$ cat src/rtl/qtg_pkg.sv
// Shared types and constants for the quintic trajectory generator.
// No dependencies.
package qtg_pkg;

    // APB register byte addresses.
    localparam logic [2:0] REG_DURATION = 3'd0;
    localparam logic [2:0] REG_PERIOD   = 3'd4;

    // Queue entry: one classified beat handed from front to back.
    typedef struct packed {
        logic        is_tick;
        logic [15:0] x_pos;
        logic [15:0] y_pos;
        logic [15:0] z_pos;
        logic [15:0] tilt_req;
    } qtg_cmd_t;

    typedef enum logic [3:0] {
        ST_IDLE,
        ST_PAN,     // CORDIC on (x, y) for pan
        ST_SQRT,    // bit-serial root of (x^2+y^2)<<16
        ST_TILT,    // CORDIC on (r, z) for tilt
        ST_CNT,     // N = duration / period + 1 by restoring divide
        ST_SDIV,    // s = index*period<<16 / duration
        ST_POLY,    // Horner steps of the blend
        ST_SCALE,   // final * b for each axis
        ST_OUT      // result waiting in output register
    } qtg_state_t;

    localparam logic [17:0] PI_UNITS = 18'd205887;

    // atan(2^-i) in units of 2^-16 rad.
    function automatic logic [15:0] atan_lut(input logic [3:0] i);
        logic [15:0] v;
        case (i)
            4'd0: v = 16'd51472;
            4'd1: v = 16'd30386;
            4'd2: v = 16'd16055;
            4'd3: v = 16'd8150;
            4'd4: v = 16'd4091;
            4'd5: v = 16'd2047;
            4'd6: v = 16'd1024;
            4'd7: v = 16'd512;
            4'd8: v = 16'd256;
            4'd9: v = 16'd128;
            4'd10: v = 16'd64;
            4'd11: v = 16'd32;
            4'd12: v = 16'd16;
            4'd13: v = 16'd8;
            4'd14: v = 16'd4;
            default: v = 16'd2;
        endcase
        return v;
    endfunction

endpackage

$ cat src/rtl/qtg_front.sv
// Front end: accepts input beats and pushes them into a two-entry queue.
// Depends on qtg_pkg.
module qtg_front import qtg_pkg::*; (
    input  logic        aclk,
    input  logic        aresetn,
    input  logic        s_valid,
    output logic        s_ready,
    input  logic        s_mode,
    input  logic [15:0] s_x_pos,
    input  logic [15:0] s_y_pos,
    input  logic [15:0] s_z_pos,
    input  logic [15:0] s_tilt_req,
    output logic        q_valid,
    input  logic        q_pop,
    output qtg_cmd_t    q_head
);
    qtg_cmd_t    mem_reg [2];
    logic        wp_reg, rp_reg;
    logic [1:0]  cnt_reg;
    logic        push;
    qtg_cmd_t    cmd;

    assign s_ready = (cnt_reg != 2'd2);
    assign push    = s_valid && s_ready;
    assign q_valid = (cnt_reg != 2'd0);
    assign q_head  = mem_reg[rp_reg];

    always_comb begin
        cmd.is_tick  = s_mode;
        cmd.x_pos    = s_x_pos;
        cmd.y_pos    = s_y_pos;
        cmd.z_pos    = s_z_pos;
        cmd.tilt_req = s_tilt_req;
    end

    always_ff @(posedge aclk) begin
        if (push) begin
            mem_reg[wp_reg] <= cmd;
        end
        if (!aresetn) begin
            wp_reg  <= 1'b0;
            rp_reg  <= 1'b0;
            cnt_reg <= 2'd0;
        end else begin
            if (push) begin
                wp_reg <= ~wp_reg;
            end
            if (q_pop) begin
                rp_reg <= ~rp_reg;
            end
            cnt_reg <= cnt_reg + {1'b0, push} - {1'b0, q_pop};
        end
    end
endmodule

$ cat src/rtl/qtg_back.sv
// Back end: sequencer with shared CORDIC, root, divider and multiplier.
// Depends on qtg_pkg.
module qtg_back import qtg_pkg::*; #(
    parameter int SAMPLE_CAP = 100,
    parameter int IDX_W = 7
) (
    input  logic              aclk,
    input  logic              aresetn,
    input  logic              q_valid,
    output logic              q_pop,
    input  qtg_cmd_t          q_head,
    input  logic [15:0]       duration_ms,
    input  logic [15:0]       sample_period_ms,
    output logic              m_valid,
    input  logic              m_ready,
    output logic [15:0]       m_pan_out,
    output logic [15:0]       m_tilt_out,
    output logic [15:0]       m_roll_out,
    output logic [IDX_W-1:0]  m_sample_index,
    output logic              m_last_sample
);
    localparam int CW  = 32;   // CORDIC datapath width
    localparam int NW  = $clog2(SAMPLE_CAP + 1);
    localparam logic [NW-1:0] MAXN = NW'(SAMPLE_CAP);

    qtg_state_t st_reg, st_next;

    qtg_cmd_t             cmd_reg, cmd_next;   // target being worked on
    logic signed [CW-1:0] cx_reg, cy_reg, cx_next, cy_next;
    logic signed [19:0]   acc_reg, acc_next;
    logic [5:0]           step_reg, step_next;
    logic [47:0]          rem_reg, rem_next;   // root / divide remainder
    logic [47:0]          rad_reg, rad_next;   // root radicand or dividend
    logic [23:0]          root_reg, root_next;
    logic [15:0]          fa_reg [3];
    logic [15:0]          fa_next [3];
    logic [NW-1:0]        idx_reg, idx_next, tot_reg, tot_next;
    logic [17:0]          s_reg, s_next;
    logic signed [35:0]   t_reg, t_next;
    logic [1:0]           ax_reg, ax_next;
    logic [15:0]          o_reg [3];
    logic [15:0]          o_next [3];

    // CORDIC step
    logic signed [CW-1:0] dx, dy;
    logic signed [19:0]   lut;
    // restoring root step
    logic [47:0]          r_try, r_rem2;
    // divider step
    logic [48:0]          d_rem2;
    // multiplier
    logic signed [23:0]   mul_a, mul_b;
    logic signed [47:0]   mul_p;
    logic signed [47:0]   mul_r;
    logic signed [16:0]   tilt_s;
    logic signed [16:0]   sat_v;
    logic                 fin;

    assign dx  = cy_reg >>> step_reg[3:0];
    assign dy  = cx_reg >>> step_reg[3:0];
    assign lut = 20'(atan_lut(step_reg[3:0]));
    assign mul_p = mul_a * mul_b;
    assign mul_r = (mul_p + 48'sd32768) >>> 16;
    assign q_pop = (st_reg == ST_IDLE) && q_valid;
    assign m_valid = (st_reg == ST_OUT);
    assign m_pan_out  = o_reg[0];
    assign m_tilt_out = o_reg[1];
    assign m_roll_out = o_reg[2];
    assign m_sample_index = IDX_W'(idx_reg - NW'(1));
    assign m_last_sample  = (idx_reg == tot_reg);

    always_ff @(posedge aclk) begin
        if (!aresetn) begin
            st_reg  <= ST_IDLE;
            idx_reg <= '0;
            tot_reg <= '0;
            fa_reg[0] <= '0; fa_reg[1] <= '0; fa_reg[2] <= '0;
        end else begin
            st_reg  <= st_next;
            idx_reg <= idx_next;
            tot_reg <= tot_next;
            fa_reg  <= fa_next;
        end
        cmd_reg <= cmd_next;
        cx_reg <= cx_next; cy_reg <= cy_next; acc_reg <= acc_next;
        step_reg <= step_next; rem_reg <= rem_next; rad_reg <= rad_next;
        root_reg <= root_next; s_reg <= s_next; t_reg <= t_next;
        ax_reg <= ax_next; o_reg <= o_next;
    end

    always_comb begin
        st_next = st_reg;
        cmd_next = cmd_reg;
        cx_next = cx_reg; cy_next = cy_reg; acc_next = acc_reg;
        step_next = step_reg; rem_next = rem_reg; rad_next = rad_reg;
        root_next = root_reg; fa_next = fa_reg; idx_next = idx_reg;
        tot_next = tot_reg; s_next = s_reg; t_next = t_reg;
        ax_next = ax_reg; o_next = o_reg;
        mul_a = '0; mul_b = '0;
        r_try = '0; r_rem2 = '0; d_rem2 = '0;
        tilt_s = '0; sat_v = '0; fin = 1'b0;
        case (st_reg)
            ST_IDLE: begin
                if (q_valid) begin
                    cmd_next = q_head;
                    step_next = '0;
                    if (!q_head.is_tick) begin
                        // roll target: saturated negate
                        tilt_s = 17'sd0 - 17'(signed'(q_head.tilt_req));
                        fa_next[2] = (tilt_s > 17'sd32767) ? 16'h7fff : tilt_s[15:0];
                        // prerotate by pi for negative x
                        cx_next = CW'(signed'(q_head.x_pos)) <<< 8;
                        cy_next = CW'(signed'(q_head.y_pos)) <<< 8;
                        acc_next = '0;
                        if (q_head.x_pos[15]) begin
                            cx_next = -(CW'(signed'(q_head.x_pos)) <<< 8);
                            cy_next = -(CW'(signed'(q_head.y_pos)) <<< 8);
                            acc_next = q_head.y_pos[15] ? -20'(PI_UNITS) : 20'(PI_UNITS);
                        end
                        st_next = ST_PAN;
                    end else if (idx_reg < tot_reg) begin
                        rad_next = 48'(idx_reg) * 48'(sample_period_ms) << 16;
                        rem_next = '0;
                        st_next = (duration_ms == '0) ? ST_POLY : ST_SDIV;
                        if (duration_ms == '0) begin
                            s_next = '0;
                            t_next = -36'sd983040;
                        end
                    end
                end
            end
            ST_PAN, ST_TILT: begin
                if (cy_reg > 0) begin
                    cx_next = cx_reg + dx; cy_next = cy_reg - dy;
                    acc_next = acc_reg + lut;
                end else begin
                    cx_next = cx_reg - dx; cy_next = cy_reg + dy;
                    acc_next = acc_reg - lut;
                end
                step_next = step_reg + 6'd1;
                if (step_reg == 6'd15) begin
                    step_next = '0;
                    fin = 1'b1;
                end
                if (fin && st_reg == ST_PAN) begin
                    fa_next[0] = (cmd_reg.x_pos == '0 && cmd_reg.y_pos == '0) ? '0 :
                                 16'(-((acc_next + 20'sd4) >>> 3));
                    rad_next = (48'(32'(signed'(cmd_reg.x_pos) * signed'(cmd_reg.x_pos)))
                              + 48'(32'(signed'(cmd_reg.y_pos) * signed'(cmd_reg.y_pos))))
                              << 16;
                    rem_next = '0; root_next = '0;
                    st_next = ST_SQRT;
                end else if (fin) begin
                    fa_next[1] = (cmd_reg.x_pos == '0 && cmd_reg.y_pos == '0 &&
                                  cmd_reg.z_pos == '0) ? '0 :
                                 16'(-((acc_next + 20'sd4) >>> 3));
                    rad_next = 48'(duration_ms) << 32;
                    rem_next = '0;
                    st_next = ST_CNT;
                end
            end
            ST_SQRT: begin
                // two radicand bits per cycle
                r_rem2 = {rem_reg[45:0], rad_reg[47:46]};
                r_try  = {22'd0, root_reg, 2'b01};
                rad_next = rad_reg << 2;
                if (r_rem2 >= r_try) begin
                    rem_next = r_rem2 - r_try;
                    root_next = {root_reg[22:0], 1'b1};
                end else begin
                    rem_next = r_rem2;
                    root_next = {root_reg[22:0], 1'b0};
                end
                step_next = step_reg + 6'd1;
                if (step_reg == 6'd23) begin
                    step_next = '0;
                    cx_next = CW'(root_next);
                    cy_next = CW'(signed'(cmd_reg.z_pos)) <<< 8;
                    acc_next = '0;
                    st_next = ST_TILT;
                end
            end
            ST_CNT, ST_SDIV: begin
                // restoring divide, one quotient bit per cycle
                d_rem2 = {rem_reg, rad_reg[47]};
                if (st_reg == ST_CNT) begin
                    rad_next = {rad_reg[46:0], 1'b0};
                    if (d_rem2 >= 49'(sample_period_ms) && sample_period_ms != '0) begin
                        rem_next = 48'(d_rem2 - 49'(sample_period_ms));
                        rad_next[0] = 1'b1;
                    end else begin
                        rem_next = d_rem2[47:0];
                    end
                end else begin
                    rad_next = {rad_reg[46:0], 1'b0};
                    if (d_rem2 >= 49'(duration_ms)) begin
                        rem_next = 48'(d_rem2 - 49'(duration_ms));
                        rad_next[0] = 1'b1;
                    end else begin
                        rem_next = d_rem2[47:0];
                    end
                end
                step_next = step_reg + 6'd1;
                if (step_reg == 6'd47) begin
                    step_next = '0;
                    if (st_reg == ST_CNT) begin
                        // dividend was duration<<32, so the integer part is the top 16 bits
                        if (sample_period_ms == '0 || rad_next[47:32] >= 16'(SAMPLE_CAP))
                            tot_next = MAXN;
                        else
                            tot_next = NW'(rad_next[47:32] + 16'd1);
                        idx_next = '0;
                        st_next = ST_IDLE;
                    end else begin
                        s_next = (rad_next > 48'd65536) ? 18'd65536 : rad_next[17:0];
                        t_next = 36'(6 * 36'(s_next)) - 36'sd983040;
                        st_next = ST_POLY;
                    end
                end
            end
            ST_POLY: begin
                mul_a = t_reg[23:0];
                mul_b = 24'(s_reg);
                t_next = 36'(mul_r);
                if (step_reg == 6'd0)
                    t_next = 36'(mul_r) + 36'sd655360;
                step_next = step_reg + 6'd1;
                if (step_reg == 6'd3) begin
                    step_next = '0;
                    ax_next = '0;
                    st_next = ST_SCALE;
                end
            end
            ST_SCALE: begin
                mul_a = 24'(signed'(fa_reg[ax_reg]));
                mul_b = t_reg[23:0];
                sat_v = (mul_r > 48'sd32767) ? 17'sd32767 :
                        (mul_r < -48'sd32768) ? -17'sd32768 : 17'(mul_r);
                o_next[ax_reg] = sat_v[15:0];
                ax_next = ax_reg + 2'd1;
                if (ax_reg == 2'd2) begin
                    idx_next = idx_reg + NW'(1);
                    st_next = ST_OUT;
                end
            end
            ST_OUT: begin
                if (m_ready) st_next = ST_IDLE;
            end
            default: st_next = ST_IDLE;
        endcase
    end
endmodule

$ cat src/rtl/quintic_trajectory_generator.sv
// Top level of the quintic trajectory generator: APB registers, front queue,
// back sequencer. Depends on qtg_pkg, qtg_front, qtg_back.
//
// Usage: s_* beats carry a target (s_mode = 0) or a sample tick (s_mode = 1).
// A target computes pan/tilt/roll final angles (CORDIC atan2, root, count
// divide) and produces no result. A tick while a move is active raises
// m_valid after its beat is taken (queue pop, s divide, 4 Horner multiplies,
// 3 scaling multiplies; the s divide is skipped when duration_ms is zero);
// ticks past the move give nothing. One item is in work at a time, while
// a two-entry queue keeps accepting beats.
// m_valid holds with stable payload until m_ready; the back end waits there,
// and once the queue holds two beats s_ready drops.
// Reset (aresetn low, synchronous) clears the queue, the move (no samples)
// and final angles; duration_ms = 2000, sample_period_ms = 40.
// Registers: 0x0 duration_ms, 0x4 sample_period_ms; write only while idle.
module quintic_trajectory_generator import qtg_pkg::*; #(
    parameter int SAMPLE_CAP = 100
) (
    input  logic        aclk,
    input  logic        aresetn,
    input  logic        psel,
    input  logic        penable,
    input  logic        pwrite,
    input  logic [2:0]  paddr,
    input  logic [31:0] pwdata,
    output logic [31:0] prdata,
    output logic        pready,
    input  logic        s_valid,
    output logic        s_ready,
    input  logic        s_mode,
    input  logic [15:0] s_x_pos,
    input  logic [15:0] s_y_pos,
    input  logic [15:0] s_z_pos,
    input  logic [15:0] s_tilt_req,
    output logic        m_valid,
    input  logic        m_ready,
    output logic [15:0] m_pan_out,
    output logic [15:0] m_tilt_out,
    output logic [15:0] m_roll_out,
    output logic [6:0]  m_sample_index,
    output logic        m_last_sample
);
    logic [15:0] dur_reg, per_reg;
    logic        q_valid, q_pop;
    qtg_cmd_t    q_head;

    assign pready = 1'b1;
    assign prdata = (paddr[2] ? {16'd0, per_reg} : {16'd0, dur_reg});

    always_ff @(posedge aclk) begin
        if (!aresetn) begin
            dur_reg <= 16'd2000;
            per_reg <= 16'd40;
        end else if (psel && penable && pwrite) begin
            if (paddr == REG_DURATION) dur_reg <= pwdata[15:0];
            if (paddr == REG_PERIOD) per_reg <= pwdata[15:0];
        end
    end

    qtg_front u_front (
        .aclk, .aresetn, .s_valid, .s_ready, .s_mode, .s_x_pos, .s_y_pos,
        .s_z_pos, .s_tilt_req, .q_valid, .q_pop, .q_head
    );

    qtg_back #(.SAMPLE_CAP(SAMPLE_CAP), .IDX_W(7)) u_back (
        .aclk, .aresetn, .q_valid, .q_pop, .q_head,
        .duration_ms(dur_reg), .sample_period_ms(per_reg),
        .m_valid, .m_ready, .m_pan_out, .m_tilt_out, .m_roll_out,
        .m_sample_index, .m_last_sample
    );
endmodule

$ cat config.mk
export PLATFORM = sky130hd
export DESIGN_NAME = quintic_trajectory_generator
export DESIGN_NICKNAME = d
export VERILOG_FILES = /design/src/rtl/qtg_pkg.sv /design/src/rtl/qtg_front.sv /design/src/rtl/qtg_back.sv /design/src/rtl/quintic_trajectory_generator.sv
export SDC_FILE = /design/constraint.sdc
export NUM_CORES = 2
export LEC_CHECK = 0
export BUFFER_PORTS_ARGS = -buffer_cell sky130_fd_sc_hd__clkbuf_2
export CORE_ASPECT_RATIO = 2
export CORE_MARGIN = 2
export CORE_UTILIZATION = 50
export CTS_BUF_LIST = sky130_fd_sc_hd__clkbuf_8
export DETAILED_ROUTE_END_ITERATION = 16
export GPL_TIMING_DRIVEN = 0
export PLACE_DENSITY = 0.68
export SLEW_MARGIN = 20
export SYNTH_ARGS = -nofsm -noshare
export SYNTH_HDL_FRONTEND = slang
export SYNTH_SLANG_ARGS = --single-unit
export TNS_END_PERCENT = 30
$ cat constraint.sdc
create_clock -name aclk -period 16.9 [get_ports aclk]
set_input_delay 0.845 -clock aclk [delete_from_list [all_inputs] [get_ports aclk]]
set_output_delay 0.845 -clock aclk [all_outputs]
set_load 0.01 [all_outputs]
Word-level counts from Yosys, hierarchy flattened
Memory sizes are Yosys's and may differ from the RTL's. A register that Yosys moved wholly into a read port is not among the register bits.
Index checks and enable logic that the tools add are counted.
- register bits after elaboration: 452
- output and inout port bits: 91
- memories kept: 2
- input bits: 107
- memory bits (writable): 130
- ROM bits: 256
- memory list (memory ; depth ; bits a word ; read ports ; clocked after Yosys merged registers in ; wr ports ; line ; text):
    (no name shown) ; 16 ; 16 ; 1 ; 1 ; 0 ; qtg_pkg.sv:35 ; case (i)
    u_front.mem_reg ; 2 ; 65 ; 1 ; 1 ; 1 ; qtg_front.sv:17 ; qtg_cmd_t mem_reg [2];
- equality and inequality tests: 31
- shift-type cells: 2
- reductions and logical operators: 46
- bitwise operators: 5
- multiplexer cells: 106
- multiply operators: 5
- $lt $le $gt $ge: 12
- $add $sub $neg: 25
- operators by type and width (kind ; number):
    48-bit 2-to-1 mux ; 15
    48-bit one-hot mux with 4 select lines ; 2
    32-bit 2-to-1 mux ; 10
    24-bit 2-to-1 mux ; 8
    32-bit one-hot mux with 3 select lines ; 2
    16-bit 2-to-1 mux ; 9
    24-bit one-hot mux with 2 select lines ; 3
    20-bit 2-to-1 mux ; 7
    18-bit 2-to-1 mux ; 7
    49-bit by 16-bit greater-or-equal comparator with 1-bit output ; 2
    32-bit adder ; 3
    48-bit by 16-bit subtractor with 48-bit output ; 2
    16-bit zero test ; 5
    24-bit one-hot mux with 3 select lines ; 1
    16-bit by 16-bit multiplier with 32-bit output ; 2
    24-bit negator with 32-bit output ; 2
    32-bit by 4-bit >>> shifter with 32-bit output ; 2
    32-bit subtractor ; 2
    20-bit one-hot mux with 3 select lines ; 1
    48-bit by 17-bit adder with 48-bit output (second input constant) ; 1
    48-bit bitwise mux ; 1
    48-bit by 26-bit greater-or-equal comparator with 1-bit output ; 1
    48-bit by 17-bit greater-than comparator with 1-bit output (second input constant) ; 1
    24-bit by 24-bit multiplier with 48-bit output ; 1
    71 further kinds ; 142

Logic depth before layout (Yosys ltp)
- depth after elaboration: 12
- mapped depth: 39

Cells and area by module
From an unflattened synthesis, not the netlist that was laid out.
- cell total of the unflattened synthesis: 8341
- area total of the unflattened synthesis: 81050.2 sq um
- by module, submodules not included (module ; cells each ; times used ; area each (sq um)):
    qtg_back ; 7942 ; 1 ; 74425.1
    qtg_front ; 230 ; 1 ; 4971.0
    quintic_trajectory_generator ; 169 ; 1 ; 1654.1

Least setup slack after synthesis
OpenSTA, ideal clock, no wires.
- kind: reg2reg
- start: reg (tool-made name)
- end: reg u_back.rad_reg[0] (enable)
- slack: 4.501 ns
- stages on the path, launching flop included: 11
- period minus slack after synthesis: 12.399 ns
- arrival time: 11.613 ns
- buffers on the path: 6
- cells stage by stage: dfxtp_1 > clkbuf_1 > buf_2 > clkbuf_1 > buf_1 > buf_2 > buf_2 > mux2i_1 > nor3_1 > nor2_1 > nor4_1
- RTL lines (item ; line ; text):
    end signal: assignment ; qtg_back.sv:86 ; step_reg <= step_next; rem_reg <= rem_next; rad_reg <= rad_next;
    end: declaration ; qtg_back.sv:33 ; logic [47:0] rad_reg, rad_next;

Final worst setup path
- start: reg u_back.st_reg[2]
- end: reg u_back.o_reg, in the netlist u_back.m_tilt_out[5] (data pin)
- word-level cells in the longest chain between the ends: 8
- ends and longest elaborated chain (item ; line ; text):
    start: declaration ; qtg_back.sv:26 ; qtg_state_t st_reg, st_next;
    start signal: assignment ; qtg_back.sv:79 ; st_reg <= st_next;
    4-bit by 3-bit == test with 1-bit output ; qtg_back.sv:102 ; case (st_reg)
    24-bit one-hot mux with 2 select lines ; qtg_back.sv:102 ;
    24-bit by 24-bit multiplier with 48-bit output (*) ; qtg_back.sv:62 ; assign mul_p = mul_a * mul_b;
    48-bit by 17-bit adder with 48-bit output (*) ; qtg_back.sv:63 ; assign mul_r = (mul_p + 48'sd32768) >>> 16;
    32-bit by 16-bit less-than comparator with 1-bit output ; qtg_back.sv:238 ; (mul_r < -48'sd32768) ? -17'sd32768 : 17'(mul_r);
    16-bit 2-to-1 mux ; qtg_back.sv:238 ;
    16-bit 2-to-1 mux (*) ; qtg_back.sv:237 ; sat_v = (mul_r > 48'sd32767) ? 17'sd32767 :
    48-bit bitwise mux (*) ; qtg_back.sv:239 ; o_next[ax_reg] = sat_v[15:0];
    end signal: assignment ; qtg_back.sv:88 ; ax_reg <= ax_next; o_reg <= o_next;
    end: declaration ; qtg_back.sv:41 ; logic [15:0] o_reg [3];
Mark *: on every way between the ends. The rest lies on a longest branch, timed or not.
A chain may end at the register's enable or synchronous reset.

==> results.txt <==
----------------------------------------------------
[Floorplan]
  Count of boundary I/O pins ... 198
  Die Height ... about 570 µm
  Die Span X ... 289 µm
  Std cell rows ... around 210
  Overall die area ... between 150000 and 200000 µm²
  Core area ... roughly 160000 µm²
  Effective utilization at floorplan ... around half

[Detailed routing]
  Highest layer used for signal routing ... met5
  Via density per instance ... between 6 and 7
  WL per Instance ... about 29 µm
  Total via count after detailed routing ... between 60000 and 70000
  Total detailed-routing wirelength ... around 320 mm
  Met3 routed WL ... around 27 mm
  Routed met1 length ... around 90 mm
  Number of remaining DRC errors ... 0
  Number of detailed-routing iterations run before antenna repair ... 8
  Number of nets still failing antenna checks after routing ... 0
  Routed wl met2 ... between 150 and 200 mm
  1st-iter DRT viols ... roughly 5200

[Worst setup path]
  Cell depth of the worst flop-to-flop path ... 31
  Most common cell on crit path ... fa_1
  Top fanout value on the critical path ... 10
  Arrival time worst endpoint ... 13.08 ns
  CP Class ... reg2reg
  Worst setup EP type ... flop
  Standard cell with the maximum stage delay on the critical path ... clkbuf_1
  R2r setup slk ... 4.29 ns
  Launch instance of the worst register-to-register path ... u_back.st_reg[2]$_SDFFE_PN0P_
  Data required time at the worst endpoint ... ~17 ns
  Critical Path Source Type ... flop
  CP max stage delay ... 0.94 ns
  Worst R2R End ... u_back.m_tilt_out[5]$_DFFE_PP_

[Global route]
  First-pass GRT wire length ... 470 mm
  Final global-route overflow total ... 0
  Overall routing resource usage ... 39.8%
  Number of global-route vias before repair ... around 70000
  Number of antenna violations at the first check in global routing ... 23
  Largest net degree at the start of global routing ... 45

[CTS]
  Max clock buf depth ... 3
  Number of cells upsized or downsized after cts ... 0
  Clock slew seen by the registers of the worst setup and hold paths ... roughly 0.08 ns
  CTS Root Buffer Type ... clkbuf_8
  Inserted Clock Buffers ... 83
  Deepest level of the CTS H-tree ... 3
  Post-CTS Hold Buffers ... 0
  Insertion delay of the later-clocked pin in the worst-skew pair ... roughly 0.85 ns
  Number of clock sinks ... roughly 600
  TritonCTS clock tree ... built
  Buffers inserted by post-CTS timing repair ... 0

[Timing]
  Unrepaired setup endpoints after global routing ... no
  Least setup slack across all paths after layout ... 4.29 ns
  Final Cycle Share ... roughly 75%
  Post-Route Skew ... approximately 0.09 ns
  Maximum frequency from static timing analysis ... between 70 and 80 MHz
  Worst slew margin ... roughly 6.1%
  Number of setup violations in the final report ... 0
  Number of hold-slack violations in the final timing report ... 0
  Slew @ Worst Pin ... 1.40 ns
  Fin crit period ... between 10 and 15 ns
  Number of pins exceeding their max-slew limit in the final report ... 0

[Logic synthesis]
  Share of Yosys cell area claimed by the top area cell type ... 29.7%
  Netlist Area Pre-Place ... about 80000 µm²
  Cell accounting for the most synthesized area ... fa_1
  Syn. warnings ... 0
  Synthesized netlist cell count ... about 8500
  Most area-consuming cells after synthesis ... fa_1 30%, edfxtp_1 18%, ha_1 7.8%
  Top flip-flop cell by instance count after synthesis ... edfxtp_1
  Fraction of registers with async set or reset after synthesis ... 0%
  Post-synthesis sequential area ratio ... between 20% and 30%
  Count of flip-flops with a built-in enable after synthesis ... ~480
  Number of unique standard cell types used by synthesis ... 100
  Flip-flop and latch count after synthesis ... about 600
  Mean instance size in the synthesized netlist ... around 9.6 µm²

[Placement]
  Placed cell count ... 10800
  Half-perimeter wire length after placement ... 264 mm
  Global placement routability congestion ... 1.13
  Port Buffers ... roughly 160
  Worst setup slack after placement ... approximately 4.6 ns

[Finish]
  Max FFs per register ... 130
  Post-layout net count ... roughly 11000
  Post-route core utilization ... a little over half
  Share of final-layout standard cells stronger than drive strength 1 ... roughly 7.1%
  Synthesis-to-layout area growth ... 7.59%
  Final cell count without fillers ... approximately 11000

[Outcome]
  Outcome ... finished, final reports clean

[Hold path]
  Worst hold path type ... in2reg
  Hold EP ... u_front.mem_reg[0][33]$_DFFE_PP_
  Hold Startpoint ... s_y_pos[1]
  Worst Hold Depth ... 1

[Flow run]
  Max-capacitance violation count ... 0

----------------------------------------------------
## per-stage QoR
step,hold WS [ns],area [µm²],TNS [ns]
5_1_grt,0.208,87500,0
2_1_floorplan,0.430,81400,0
3_5_place_dp,0.445,85400,0
4_1_cts,0.176,87200,0
6_report,0.222,87500,0
3_3_place_gp,0.438,84900,-270.73
## layout by cell type (no fill, tap or decap), drive strengths merged, types with 18 or more instances in the layout
cell,Yosys,routed
nor3,108,108
nor2,656,656
inv,1487,1520
o211ai,30,30
a22oi,57,57
o21bai,29,29
and2,202,202
nor2b,73,73
and3,58,58
a221oi,18,18
nand3,100,100
buf,89,139
or2,36,36
xnor2,271,271
nand2b,60,60
o22ai,82,82
dfxtp,119,119
a31oi,42,42
ha,505,505
clkinv,0,20
o21ai,303,303
nand4,46,46
fa,1205,1205
xor2,174,174
mux4,70,70
edfxtp,479,479
a22o,45,45
a21boi,22,22
a21o,111,111
or3,43,43
a211oi,30,30
o221ai,18,18
a21oi,306,306
clkbuf,289,539
mux2,65,65
nor4,64,64
mux2i,116,116
o31ai,25,25
nand2,816,816
o21a,47,47
## cells in the mapped netlist (119+ instances only)
library cell,n
a21oi_1,305
and2_1,202
clkbuf_1,288
dfxtp_1,119
edfxtp_1,479
fa_1,1205
ha_1,505
inv_1,1486
nand2_1,816
nor2_1,656
o21ai_0,271
xnor2_1,271
xor2_1,174
## worst max-delay path by stage
stage                                         startpoint                                to  slack, ns  cells past startpoint
final                      u_back.st_reg[2]$_SDFFE_PN0P_    u_back.m_tilt_out[5]$_DFFE_PP_       4.29                     31
after global routing       u_back.st_reg[2]$_SDFFE_PN0P_     u_back.m_pan_out[5]$_DFFE_PP_       3.67                     31
after CTS                 u_back.ax_reg[1]$_SDFFCE_PP0P_     u_back.m_pan_out[5]$_DFFE_PP_       4.66                     31
after detailed placement  u_back.ax_reg[1]$_SDFFCE_PP0P_     u_back.m_pan_out[5]$_DFFE_PP_       4.64                     31
after global placement                              flop  u_back.rem_reg[35]$_SDFFCE_PN0P_      -2.85                     10
after floorplan                                     flop   u_back.rad_reg[0]$_SDFFCE_PP0P_       4.50                     10
## metal layers
| metal | up-vias | GRT usage [%] |
|---|---|---|
| met5 | - | 0.147 |
| met4 | 10 | 44.3 |
| met3 | 1796 | 12.4 |
| met2 | 3607 | 67.9 |
| met1 | 33400 | 34.3 |
| li1 | 28500 | - |
## layout make-up
type,instances,area [µm²]
Antenna cell,15,37.5
Buffer,378,1650
Clock buffer,87,1200
Clock inverter,69,582
Fill cell,14700,74300
Inverter,1487,5580
Multi-Input combinational cell,6069,57700
Sequential cell,598,16800
Tap cell,2110,2640
Timing Repair Buffer,213,1370
## critical path: cells and delay by family, from the launching register on
kind	cells	cell delay [ns]
adder cells (fa/ha/maj)	8	4.25
AND/OR/NAND/NOR	4	1.02
flip-flops	1	0.31
AO/OA/AOI/OAI	9	3.68
buffers and inverters	10	2.96
## cells by family (layout without fill, tap and decap cells)
logic type	count (synthesis)	count (layout)	share of synthesized area [%]
other	2	32	0.00923
buffers and inverters	1865	2234	8.87
multiplexers	251	251	4.37
adder cells (fa/ha/maj)	1710	1710	37.4
AND/OR/NAND/NOR	2333	2333	13.4
flip-flops	598	598	20.6
XOR/XNOR	445	445	4.79
AO/OA/AOI/OAI	1313	1313	10.6
Power is left out: the tool's default activity adds up to more than one toggle a clock period on the data nets, which glitch-free logic cannot reach.
